$ cat src/sv/assert_macros.svh
// Assertion macros shared by the list engine modules.
// Included by every file that carries concurrent assertions.
`ifndef ASSERT_MACROS_SVH
`define ASSERT_MACROS_SVH

// Same-cycle implication, disabled while reset is asserted.
`define ASSERT_IMP(lbl, clk, rst_n, ante, cons, msg) \
  lbl: assert property (@(posedge clk) disable iff (!rst_n) (ante) |-> (cons)) \
    else $error(msg);

// Next-cycle implication, disabled while reset is asserted.
`define ASSERT_NXT(lbl, clk, rst_n, ante, cons, msg) \
  lbl: assert property (@(posedge clk) disable iff (!rst_n) (ante) |=> (cons)) \
    else $error(msg);

`endif

$ cat src/sv/olte_pkg.sv
// Types and codes of the ordered list engine.
// No dependencies; used by the controller, the datapath and the top level.
package olte_pkg;

  localparam logic [2:0] REQ_GET    = 3'd0;
  localparam logic [2:0] REQ_LOCATE = 3'd1;
  localparam logic [2:0] REQ_INSERT = 3'd2;
  localparam logic [2:0] REQ_DELETE = 3'd3;
  localparam logic [2:0] REQ_CLEAR  = 3'd4;

  localparam logic [1:0] STAT_OK      = 2'd0;
  localparam logic [1:0] STAT_BAD_POS = 2'd1;
  localparam logic [1:0] STAT_FULL    = 2'd2;

  typedef struct packed {
    logic [2:0] req_type;
    logic [6:0] position;
    logic [7:0] elem_value;
  } in_item_t;

  typedef struct packed {
    logic [1:0] status;
    logic [7:0] elem_out;
    logic [6:0] found_pos;
    logic [6:0] list_length;
    logic       is_empty;
  } out_item_t;

  typedef enum logic [2:0] {
    ST_IDLE,
    ST_DECODE,
    ST_GET_WAIT,
    ST_SCAN,
    ST_SHIFT_UP,
    ST_INS_PUT,
    ST_DEL_HEAD,
    ST_SHIFT_DN
  } state_t;

  typedef enum logic [2:0] {
    RD_NONE,
    RD_POS,
    RD_TOP,
    RD_ZERO,
    RD_NEXT,
    RD_PREV
  } rd_sel_t;

  typedef enum logic [1:0] {
    WR_NONE,
    WR_UP,
    WR_DOWN,
    WR_VAL
  } wr_sel_t;

  typedef enum logic [1:0] {
    CNT_HOLD,
    CNT_INC,
    CNT_DEC,
    CNT_CLR
  } cnt_op_t;

  // Controller to datapath.
  typedef struct packed {
    logic       load;
    rd_sel_t    rd_sel;
    wr_sel_t    wr_sel;
    cnt_op_t    cnt_op;
    logic       cap_elem;
    logic       cap_found;
    logic       finish;
    logic [1:0] status;
  } dp_cmd_t;

  // Datapath to controller.
  typedef struct packed {
    logic [2:0] kind;
    logic       in_range;
    logic       ins_range;
    logic       full;
    logic       empty;
    logic       append;
    logic       match;
    logic       last;
    logic       at_pos;
  } dp_stat_t;

endpackage

$ cat src/sv/olte_ctrl.sv
// Request sequencer of the ordered list engine.
// Depends on olte_pkg and assert_macros.svh; drives the datapath commands.
`include "assert_macros.svh"

module olte_ctrl
  import olte_pkg::*;
(
  input  logic     clk,
  input  logic     rst_n,
  input  logic     start,
  output logic     busy,
  input  dp_stat_t stat,
  output dp_cmd_t  cmd
);

  state_t state_r, state_nxt;

  always_ff @(posedge clk) begin
    if (!rst_n) begin
      state_r <= ST_IDLE;
    end else begin
      state_r <= state_nxt;
    end
  end

  always_comb begin
    state_nxt     = state_r;
    cmd.load      = 1'b0;
    cmd.rd_sel    = RD_NONE;
    cmd.wr_sel    = WR_NONE;
    cmd.cnt_op    = CNT_HOLD;
    cmd.cap_elem  = 1'b0;
    cmd.cap_found = 1'b0;
    cmd.finish    = 1'b0;
    cmd.status    = STAT_OK;
    busy          = (state_r != ST_IDLE);

    case (state_r)
      ST_IDLE: begin
        if (start) begin
          cmd.load  = 1'b1;
          state_nxt = ST_DECODE;
        end
      end
      ST_DECODE: begin
        case (stat.kind)
          REQ_GET: begin
            if (!stat.in_range) begin
              cmd.finish = 1'b1;
              cmd.status = STAT_BAD_POS;
              state_nxt  = ST_IDLE;
            end else begin
              cmd.rd_sel = RD_POS;
              state_nxt  = ST_GET_WAIT;
            end
          end
          REQ_LOCATE: begin
            if (stat.empty) begin
              cmd.finish = 1'b1;
              state_nxt  = ST_IDLE;
            end else begin
              cmd.rd_sel = RD_ZERO;
              state_nxt  = ST_SCAN;
            end
          end
          REQ_INSERT: begin
            if (!stat.ins_range) begin
              cmd.finish = 1'b1;
              cmd.status = STAT_BAD_POS;
              state_nxt  = ST_IDLE;
            end else if (stat.full) begin
              cmd.finish = 1'b1;
              cmd.status = STAT_FULL;
              state_nxt  = ST_IDLE;
            end else if (stat.append) begin
              state_nxt = ST_INS_PUT;
            end else begin
              cmd.rd_sel = RD_TOP;
              state_nxt  = ST_SHIFT_UP;
            end
          end
          REQ_DELETE: begin
            if (!stat.in_range) begin
              cmd.finish = 1'b1;
              cmd.status = STAT_BAD_POS;
              state_nxt  = ST_IDLE;
            end else begin
              cmd.rd_sel = RD_POS;
              state_nxt  = ST_DEL_HEAD;
            end
          end
          REQ_CLEAR: begin
            cmd.cnt_op = CNT_CLR;
            cmd.finish = 1'b1;
            state_nxt  = ST_IDLE;
          end
          default: begin
            cmd.finish = 1'b1;
            state_nxt  = ST_IDLE;
          end
        endcase
      end
      ST_GET_WAIT: begin
        cmd.cap_elem = 1'b1;
        cmd.finish   = 1'b1;
        state_nxt    = ST_IDLE;
      end
      ST_SCAN: begin
        // compare the entry that just arrived, fetch the next one meanwhile
        if (stat.match) begin
          cmd.cap_found = 1'b1;
          cmd.finish    = 1'b1;
          state_nxt     = ST_IDLE;
        end else if (stat.last) begin
          cmd.finish = 1'b1;
          state_nxt  = ST_IDLE;
        end else begin
          cmd.rd_sel = RD_NEXT;
        end
      end
      ST_SHIFT_UP: begin
        cmd.wr_sel = WR_UP;
        if (stat.at_pos) begin
          state_nxt = ST_INS_PUT;
        end else begin
          cmd.rd_sel = RD_PREV;
        end
      end
      ST_INS_PUT: begin
        cmd.wr_sel = WR_VAL;
        cmd.cnt_op = CNT_INC;
        cmd.finish = 1'b1;
        state_nxt  = ST_IDLE;
      end
      ST_DEL_HEAD: begin
        cmd.cap_elem = 1'b1;
        if (stat.last) begin
          cmd.cnt_op = CNT_DEC;
          cmd.finish = 1'b1;
          state_nxt  = ST_IDLE;
        end else begin
          cmd.rd_sel = RD_NEXT;
          state_nxt  = ST_SHIFT_DN;
        end
      end
      ST_SHIFT_DN: begin
        cmd.wr_sel = WR_DOWN;
        if (stat.last) begin
          cmd.cnt_op = CNT_DEC;
          cmd.finish = 1'b1;
          state_nxt  = ST_IDLE;
        end else begin
          cmd.rd_sel = RD_NEXT;
        end
      end
      default: begin
        state_nxt = ST_IDLE;
      end
    endcase
  end

  `ASSERT_NXT(a_accept_decode, clk, rst_n, start && !busy, state_r == ST_DECODE, "accepted beat did not reach decode")
  `ASSERT_IMP(a_idle_quiet, clk, rst_n, state_r == ST_IDLE, cmd.wr_sel == WR_NONE && cmd.cnt_op == CNT_HOLD, "store or count touched while idle")
  `ASSERT_NXT(a_finish_idle, clk, rst_n, cmd.finish, state_r == ST_IDLE, "sequencer kept running after finish")

endmodule

$ cat src/sv/olte_dp.sv
// Datapath of the ordered list engine: element store, count, pointer, result.
// Depends on olte_pkg and assert_macros.svh; steered by olte_ctrl.
`include "assert_macros.svh"

module olte_dp
  import olte_pkg::*;
#(
  parameter int CAPACITY = 64
) (
  input  logic      clk,
  input  logic      rst_n,
  input  in_item_t  in_data,
  input  dp_cmd_t   cmd,
  output dp_stat_t  stat,
  output logic      out_valid,
  output out_item_t out_data
);

  localparam int AW = $clog2(CAPACITY);
  localparam int CW = $clog2(CAPACITY + 1);
  localparam int XW = ((CW > 7) ? CW : 7) + 1;
  localparam logic [CW-1:0] CapC = CW'(CAPACITY);

  logic [7:0] mem [CAPACITY];

  in_item_t        req_r;
  logic [CW-1:0]   count_r, count_nxt;
  logic [AW-1:0]   idx_r;
  logic [7:0]      rd_data_r;
  logic [7:0]      elem_r, elem_nxt;
  logic [6:0]      found_r, found_nxt;
  logic            out_valid_r;
  out_item_t       out_r;

  logic [XW-1:0]   pos_x, cnt_x, pos_m1_x;
  logic [AW-1:0]   pos_m1, cnt_m1, rd_addr, wr_addr;
  logic [CW-1:0]   cnt_m1_w, idx_p1;
  logic            rd_en, wr_en;
  logic [7:0]      wr_data;

  assign pos_x    = XW'(req_r.position);
  assign cnt_x    = XW'(count_r);
  assign pos_m1_x = pos_x - XW'(1);
  assign pos_m1   = pos_m1_x[AW-1:0];
  assign cnt_m1_w = count_r - CW'(1);
  assign cnt_m1   = cnt_m1_w[AW-1:0];
  assign idx_p1   = CW'(idx_r) + CW'(1);

  always_comb begin
    stat.kind      = req_r.req_type;
    stat.in_range  = (req_r.position != 7'd0) && (pos_x <= cnt_x);
    stat.ins_range = (req_r.position != 7'd0) && (pos_x <= cnt_x + XW'(1));
    stat.full      = (count_r == CapC);
    stat.empty     = (count_r == '0);
    stat.append    = (pos_x == cnt_x + XW'(1));
    stat.match     = (rd_data_r == req_r.elem_value);
    stat.last      = (idx_p1 == count_r);
    stat.at_pos    = (idx_r == pos_m1);
  end

  always_comb begin
    rd_en   = (cmd.rd_sel != RD_NONE);
    rd_addr = idx_r;
    case (cmd.rd_sel)
      RD_POS:  rd_addr = pos_m1;
      RD_TOP:  rd_addr = cnt_m1;
      RD_ZERO: rd_addr = '0;
      RD_NEXT: rd_addr = idx_r + AW'(1);
      RD_PREV: rd_addr = idx_r - AW'(1);
      default: rd_addr = idx_r;
    endcase
  end

  always_comb begin
    wr_en   = (cmd.wr_sel != WR_NONE);
    wr_addr = idx_r;
    wr_data = rd_data_r;
    case (cmd.wr_sel)
      WR_UP:   wr_addr = idx_r + AW'(1);
      WR_DOWN: wr_addr = idx_r - AW'(1);
      WR_VAL: begin
        wr_addr = pos_m1;
        wr_data = req_r.elem_value;
      end
      default: wr_addr = idx_r;
    endcase
  end

  always_ff @(posedge clk) begin
    if (wr_en) begin
      mem[wr_addr] <= wr_data;
    end
    if (rd_en) begin
      rd_data_r <= mem[rd_addr];
      idx_r     <= rd_addr;
    end
  end

  always_comb begin
    case (cmd.cnt_op)
      CNT_INC: count_nxt = count_r + CW'(1);
      CNT_DEC: count_nxt = count_r - CW'(1);
      CNT_CLR: count_nxt = '0;
      default: count_nxt = count_r;
    endcase
  end

  always_comb begin
    elem_nxt  = elem_r;
    found_nxt = found_r;
    if (cmd.load) begin
      elem_nxt  = 8'd0;
      found_nxt = 7'd0;
    end
    if (cmd.cap_elem) begin
      elem_nxt = rd_data_r;
    end
    if (cmd.cap_found) begin
      found_nxt = 7'(idx_p1);
    end
  end

  always_ff @(posedge clk) begin
    if (cmd.load) begin
      req_r <= in_data;
    end
    elem_r  <= elem_nxt;
    found_r <= found_nxt;
    if (cmd.finish) begin
      out_r.status      <= cmd.status;
      out_r.elem_out    <= elem_nxt;
      out_r.found_pos   <= found_nxt;
      out_r.list_length <= 7'(count_nxt);
      out_r.is_empty    <= (count_nxt == '0);
    end
  end

  always_ff @(posedge clk) begin
    if (!rst_n) begin
      count_r     <= '0;
      out_valid_r <= 1'b0;
    end else begin
      count_r     <= count_nxt;
      out_valid_r <= cmd.finish;
    end
  end

  assign out_valid = out_valid_r;
  assign out_data  = out_r;

  `ASSERT_IMP(a_count_cap, clk, rst_n, 1'b1, count_r <= CapC, "element count above capacity")
  `ASSERT_NXT(a_strobe_single, clk, rst_n, out_valid_r, !out_valid_r, "result strobe held two cycles")
  `ASSERT_IMP(a_write_in_list, clk, rst_n, wr_en, CW'(wr_addr) <= count_r, "store write beyond list end")

endmodule

$ cat src/sv/ordered_list_table_engine.sv
// Top level of the ordered list engine: sequencer plus store datapath.
// Depends on olte_pkg, olte_ctrl and olte_dp.
//
//  channel   handshake          payload              beat taken when
//  input     start / busy       in_data  (in_item_t)  start && !busy at clk rise
//  result    out_valid strobe   out_data (out_item_t) out_valid at clk rise
//
// With p the position: get reads the entry at p, clear empties the list,
// locate scans from the head for the first match, insert moves the entries
// from p up, delete those above p down. Shifts and scans move one entry per
// cycle through the single-port read and write of the element store.
// A new request is taken in the cycle the previous result is strobed.
// Reset clears the count and the sequencer; the store needs no clearing pass.
// The receiver cannot stall: each result stands for exactly one cycle.
module ordered_list_table_engine
  import olte_pkg::*;
#(
  parameter int CAPACITY = 64
) (
  input  logic      clk,
  input  logic      rst_n,
  input  logic      start,
  output logic      busy,
  input  in_item_t  in_data,
  output logic      out_valid,
  output out_item_t out_data
);

  dp_cmd_t  cmd;
  dp_stat_t stat;

  olte_ctrl u_ctrl (
    .clk   (clk),
    .rst_n (rst_n),
    .start (start),
    .busy  (busy),
    .stat  (stat),
    .cmd   (cmd)
  );

  olte_dp #(
    .CAPACITY (CAPACITY)
  ) u_dp (
    .clk       (clk),
    .rst_n     (rst_n),
    .in_data   (in_data),
    .cmd       (cmd),
    .stat      (stat),
    .out_valid (out_valid),
    .out_data  (out_data)
  );

endmodule
$ cat config.mk
export PLATFORM = sky130hd
export DESIGN_NAME = ordered_list_table_engine
export DESIGN_NICKNAME = d
export VERILOG_FILES = /design/src/sv/olte_pkg.sv /design/src/sv/olte_ctrl.sv /design/src/sv/olte_dp.sv /design/src/sv/ordered_list_table_engine.sv
export VERILOG_INCLUDE_DIRS = /design/src /design/src/sv
export SDC_FILE = /design/constraint.sdc
export NUM_CORES = 1
export LEC_CHECK = 0
export BUFFER_PORTS_ARGS = -buffer_cell sky130_fd_sc_hd__buf_2
export CAP_MARGIN = 20
export CORE_MARGIN = 3
export CORE_UTILIZATION = 25
export DETAILED_ROUTE_END_ITERATION = 8
export GPL_TIMING_DRIVEN = 0
export MAX_ROUTING_LAYER = met4
export PLACE_DENSITY = 0.41
export SETUP_SLACK_MARGIN = 0.1
export SYNTH_ARGS = -nofsm -noshare
export SYNTH_HDL_FRONTEND = slang
export SYNTH_SLANG_ARGS = --single-unit
$ cat constraint.sdc
create_clock -name clk -period 5.6 [get_ports clk]
set_clock_uncertainty 0.1 [all_clocks]
set_input_delay 0.56 -clock clk [delete_from_list [all_inputs] [get_ports clk]]
set_output_delay 0.56 -clock clk [all_outputs]
set_load 0.05 [all_outputs]
==> impl_metrics.py <==
metrics = {
    "status": {
        "status": "completed",
    },
    "floorplanning": {
        "start_util_pct": 25.4,
        "die_y_um": 326,
        "die-area_sq_um": 107000,
        "rows": 116,
        "die_w_um": 326,
        "io_pins": 48,
        "core_sq_um": 101000,
    },
    "timing": {
        "slew_headroom_pct": 34.5,
        "setup_tns_ps": 0,
        "setup_viol": 0,
        "worstMarginPinSlew_ps": 979,
        "finalHoldViolations": 0,
        "clock.fmax_ghz": 0.187,
        "period_needed_ps": 5350,
        "hold_slack_ps": 39.5,
        "post-route-period-util_pct": 95.6,
        "slew_viol_final": 0,
        "rsz0062_at_grt": "yes",
    },
    "worst_setup_path": {
        "crit_path_start_kind": "register",
        "cp-end-kind": "register",
        "reg2reg_setup_slack_ps": 250,
        "crit_buf_inv": 5,
        "cp.arrival_ps": 5580,
        "crit_slowest_cell": "or4_4",
        "reg2reg_depth": 20,
        "rr_endpoint": "u_dp.rd_data_r[1]",
        "cp_top_family": "simple AND/OR/NAND/NOR gates",
        "slowest_delay_ps": 600,
        "critical_path_class": "reg -> reg",
        "crit_fanout": 10,
        "timing.rr.start": "u_dp.count_r[0]",
        "required_ps": 5830,
        "cp_cell_sequence": "buf_6 > clkinvlp_4 > nor3_4 > nand3_2 > xnor2_2 > ha_1 > a21o_1 > a21oi_2 > a31oi_4 > or4b_1 > buf_4 > and4_1 > and3_4 > nor2_4 > buf_12 > buf_8 > mux2_2 > o2111ai_4 > o22ai_4 > or4_4",
    },
    "detailed_routing": {
        "wl_per_cell_um": 25.0,
        "dr.pass1.iters": 5,
        "ant_nets": 0,
        "dr_total_vias": 17400,
        "wirelength_um": 87400,
        "drt_iter0_drc": 1662,
        "vias_per_cell": 4.99,
        "route.detailed.drc": 0,
    },
    "cells_and_area": {
        "antenna_cells": 0,
        "final_util_pct": 31.1,
        "nets": 2126,
        "drive_gt1_share_pct": 21.7,
        "fillers": 10200,
        "synthToLayoutAreaGrowth_pct": 22.5,
    },
    "placement": {
        "dp_hpwl_um": 61300,
        "port_buffers": 47,
        "gp_congestion": 0.855,
    },
    "power": {
        "seqPwrFrac_pct": 49.6,
        "pwr-share-comb_pct": 6.8,
        "p_int_mw": 7.56,
        "power.switching_mw": 2.30,
        "p_sw_share_pct": 23.3,
        "p_per_area_nw_per_um2": 314,
        "finalPower_mw": 9.86,
        "p_leak_nw": 9.91,
        "ir_drop_mv": 0.174,
        "clockPowerShare_pct": 43.7,
    },
    "yosys": {
        "synth.yosys.seq_area_share_pct": 68.6,
        "synth.cell_area_sq_um": 25700,
        "ys_warn_count": 0,
        "synth_cell_type_count": 74,
        "synth_edf_count": 569,
        "synthesis.nets": 1963,
        "synthFlopType": "edfxtp_1",
        "synth-seq-cells": 595,
        "synth_area_per_cell_sq_um": 13.4,
        "synth_cells": 1922,
        "async_flop_share_pct": 0,
    },
    "clock_tree": {
        "cts_buffers": 66,
        "clk_pin_slew_ps": 60,
        "cts_tree": "built",
        "cts_max_level": 3,
        "clk-insertion-delay-late_ps": 630,
        "ctsLongestPathBuffers": 3,
        "clock_sink_count": 595,
        "clock-root-buffer": "clkbuf_16",
    },
    "hold_path": {
        "hold_depth": 1,
        "holdCritStartpoint": "in_data[5]",
        "hp-class": "in -> reg",
        "hold_end": "u_dp.req_r[5]",
    },
    "run": {
        "drv_cap": 0,
    },
    "global_route": {
        "grt_pass1_wl_um": 126000,
        "grt_usage_pct": 16.6,
        "antenna_found_initial": 0,
        "grt_max_degree": 65,
        "grt_pass1_vias": 17600,
        "grt_overflow": 0,
    },
}
layout by cell type (no fill, tap or decap), types with 7 or more instances in the layout:
| cell type | synthesis | routed |
|---|---|---|
| a211oi_1 | 67 | 36 |
| a211oi_2 | 1 | 25 |
| a211oi_4 | 0 | 7 |
| a21oi_1 | 27 | 26 |
| and2_1 | 9 | 9 |
| and3_1 | 70 | 69 |
| buf_16 | 0 | 7 |
| buf_2 | 13 | 60 |
| buf_4 | 9 | 39 |
| buf_6 | 6 | 7 |
| clkbuf_1 | 105 | 71 |
| clkbuf_16 | 0 | 68 |
| clkbuf_2 | 0 | 33 |
| clkinv_1 | 3 | 15 |
| clkinv_2 | 0 | 14 |
| dfxtp_1 | 26 | 24 |
| dlygate4sd3_1 | 0 | 15 |
| edfxtp_1 | 569 | 569 |
| ha_1 | 20 | 19 |
| inv_1 | 25 | 23 |
| mux2_2 | 62 | 64 |
| nand2_1 | 83 | 74 |
| nand2_4 | 0 | 8 |
| nand3_1 | 215 | 210 |
| nand3_2 | 2 | 7 |
| nand4_1 | 75 | 75 |
| nor2_1 | 107 | 106 |
| nor3_1 | 12 | 10 |
| o2111ai_1 | 66 | 28 |
| o2111ai_2 | 0 | 20 |
| o2111ai_4 | 0 | 18 |
| o21ai_0 | 153 | 148 |
| o21ai_1 | 5 | 9 |
| o22ai_1 | 35 | 22 |
| o22ai_2 | 0 | 11 |
| or4_4 | 0 | 8 |
| xnor2_1 | 35 | 34 |
| xor2_1 | 7 | 7 |
state kept, by name, indices dropped and copies added, names as in the netlist:
signal          count
u_dp.pos_x          7
u_dp.found_r        7
u_dp.out_valid      1
u_dp.out_data      25
u_dp.rd_data_r      8
u_dp.mem          512
u_ctrl.state_r      3
u_dp.idx_r          6
u_dp.stat           3
u_dp.req_r          8
u_dp.count_r        7
u_dp.elem_r         8
final cells by class:
class / count / area [sq um] / area share [%]
Sequential cell: 595 / 17600 / 56.0
Multi-Input combinational cell: 1155 / 8310 / 26.4
Clock buffer: 83 / 1770 / 5.62
Tap cell: 1357 / 1700 / 5.40
Timing Repair Buffer: 96 / 816 / 2.59
Buffer: 140 / 783 / 2.49
Clock inverter: 38 / 342 / 1.09
Inverter: 31 / 126 / 0.402
cell usage after synthesis (all sizes together) (2+ instances only):
| library cell | number | area [sq um] |
|---|---|---|
| a211o | 2 | 17.5 |
| a211oi | 68 | 515 |
| a21boi | 2 | 18.8 |
| a21o | 4 | 30.0 |
| a21oi | 27 | 135 |
| a221oi | 4 | 52.6 |
| a22o | 2 | 17.5 |
| a22oi | 4 | 30.0 |
| a31oi | 5 | 37.5 |
| a41oi | 2 | 17.5 |
| and2 | 9 | 56.3 |
| and3 | 71 | 449 |
| and4 | 5 | 43.8 |
| buf | 36 | 230 |
| clkbuf | 105 | 394 |
| clkinv | 3 | 11.3 |
| dfxtp | 26 | 521 |
| edfxtp | 569 | 17100 |
| ha | 20 | 250 |
| inv | 28 | 105 |
| mux2 | 66 | 743 |
| mux2i | 6 | 60.1 |
| nand2 | 84 | 318 |
| nand2b | 6 | 40.0 |
| nand3 | 217 | 1100 |
| nand3b | 6 | 45.0 |
| nand4 | 75 | 469 |
| nor2 | 108 | 408 |
| nor2b | 2 | 12.5 |
| nor3 | 15 | 96.4 |
| nor4 | 7 | 56.3 |
| o2111ai | 66 | 578 |
| o211a | 4 | 40.0 |
| o21a | 2 | 15.0 |
| o21ai | 159 | 807 |
| o22a | 3 | 26.3 |
| o22ai | 35 | 219 |
| o32ai | 2 | 36.3 |
| or3 | 5 | 31.3 |
| or4 | 9 | 67.6 |
| xnor2 | 35 | 307 |
| xor2 | 7 | 61.3 |
power groups by stage:
stage	combinational [mW]	clock (mW)	sequential, mW
3_5_place_dp	0.578	0	4.99
4_1_cts	0.647	4.41	4.89
5_1_grt	0.709	4.59	4.89
6_report	0.666	4.31	4.89
2_1_floorplan	0.296	0	5.02
3_3_place_gp	0.563	0	5.00
logic make-up (layout without fill, tap and decap cells):
group,after synthesis,in the layout,synth area share (%)
multiplexers,72,72,3.13
AND/OR/NAND/NOR,623,623,12.6
adder cells (fa/ha/maj),20,20,0.975
AO/OA/AOI/OAI,397,397,10.3
buffers and inverters,172,388,2.89
flip-flops,595,595,68.6
XOR/XNOR,43,43,1.52
through the flow:
step,cell area (sq um),cells,worst slack (ps)
6_report,31500,3495,246
5_1_grt,31500,3495,84.9
4_1_cts,31100,3486,104
3_5_place_dp,27900,3336,-1250
3_3_place_gp,27600,3326,-1480
2_1_floorplan,25700,1922,873
worst reg2reg max path: cells and delay by family (launching register included):
kind            cells  cell delay (ps)
buf+inv             5              800
xor+xnor            1              150
flops               1              360
compound gates      5              950
mux                 1              390
simple gates        7             2030
fa+ha+maj           1              310
per-layer routing:
metal	vias to the layer above	global-route usage [%]	part of all wire, %
li1	7883	-	-
met1	8873	21.7	44
met2	532	26.9	48
met3	136	2.35	4.9
met4	0	4.77	3.3
met5	-	-	0
worst max-delay path by stage:
stage                     from           endpoint  slack [ps]  cells past startpoint
2_1_floorplan  u_dp.count_r[0]  u_dp.rd_data_r[5]         870                     20
3_3_place_gp   u_dp.count_r[0]  u_dp.rd_data_r[5]       -1480                     20
3_5_place_dp   u_dp.count_r[1]  u_dp.rd_data_r[4]       -1250                     19
4_1_cts        u_dp.count_r[0]  u_dp.rd_data_r[1]         100                     21
5_1_grt        u_dp.count_r[0]  u_dp.rd_data_r[1]          80                     20
6_report       u_dp.count_r[0]  u_dp.rd_data_r[1]         250                     20
what timing repair did:
action / 4_1_cts / 5_1_grt
resized for setup: 167 / 108
buffers inserted: 15 / 7
pin swaps: 19 / 15
setup endpoints to repair: 8 / 8
hold endpoints to repair: 15 / 0
hold buffers: 15 / 0
Power figures use the tool's default switching activity.
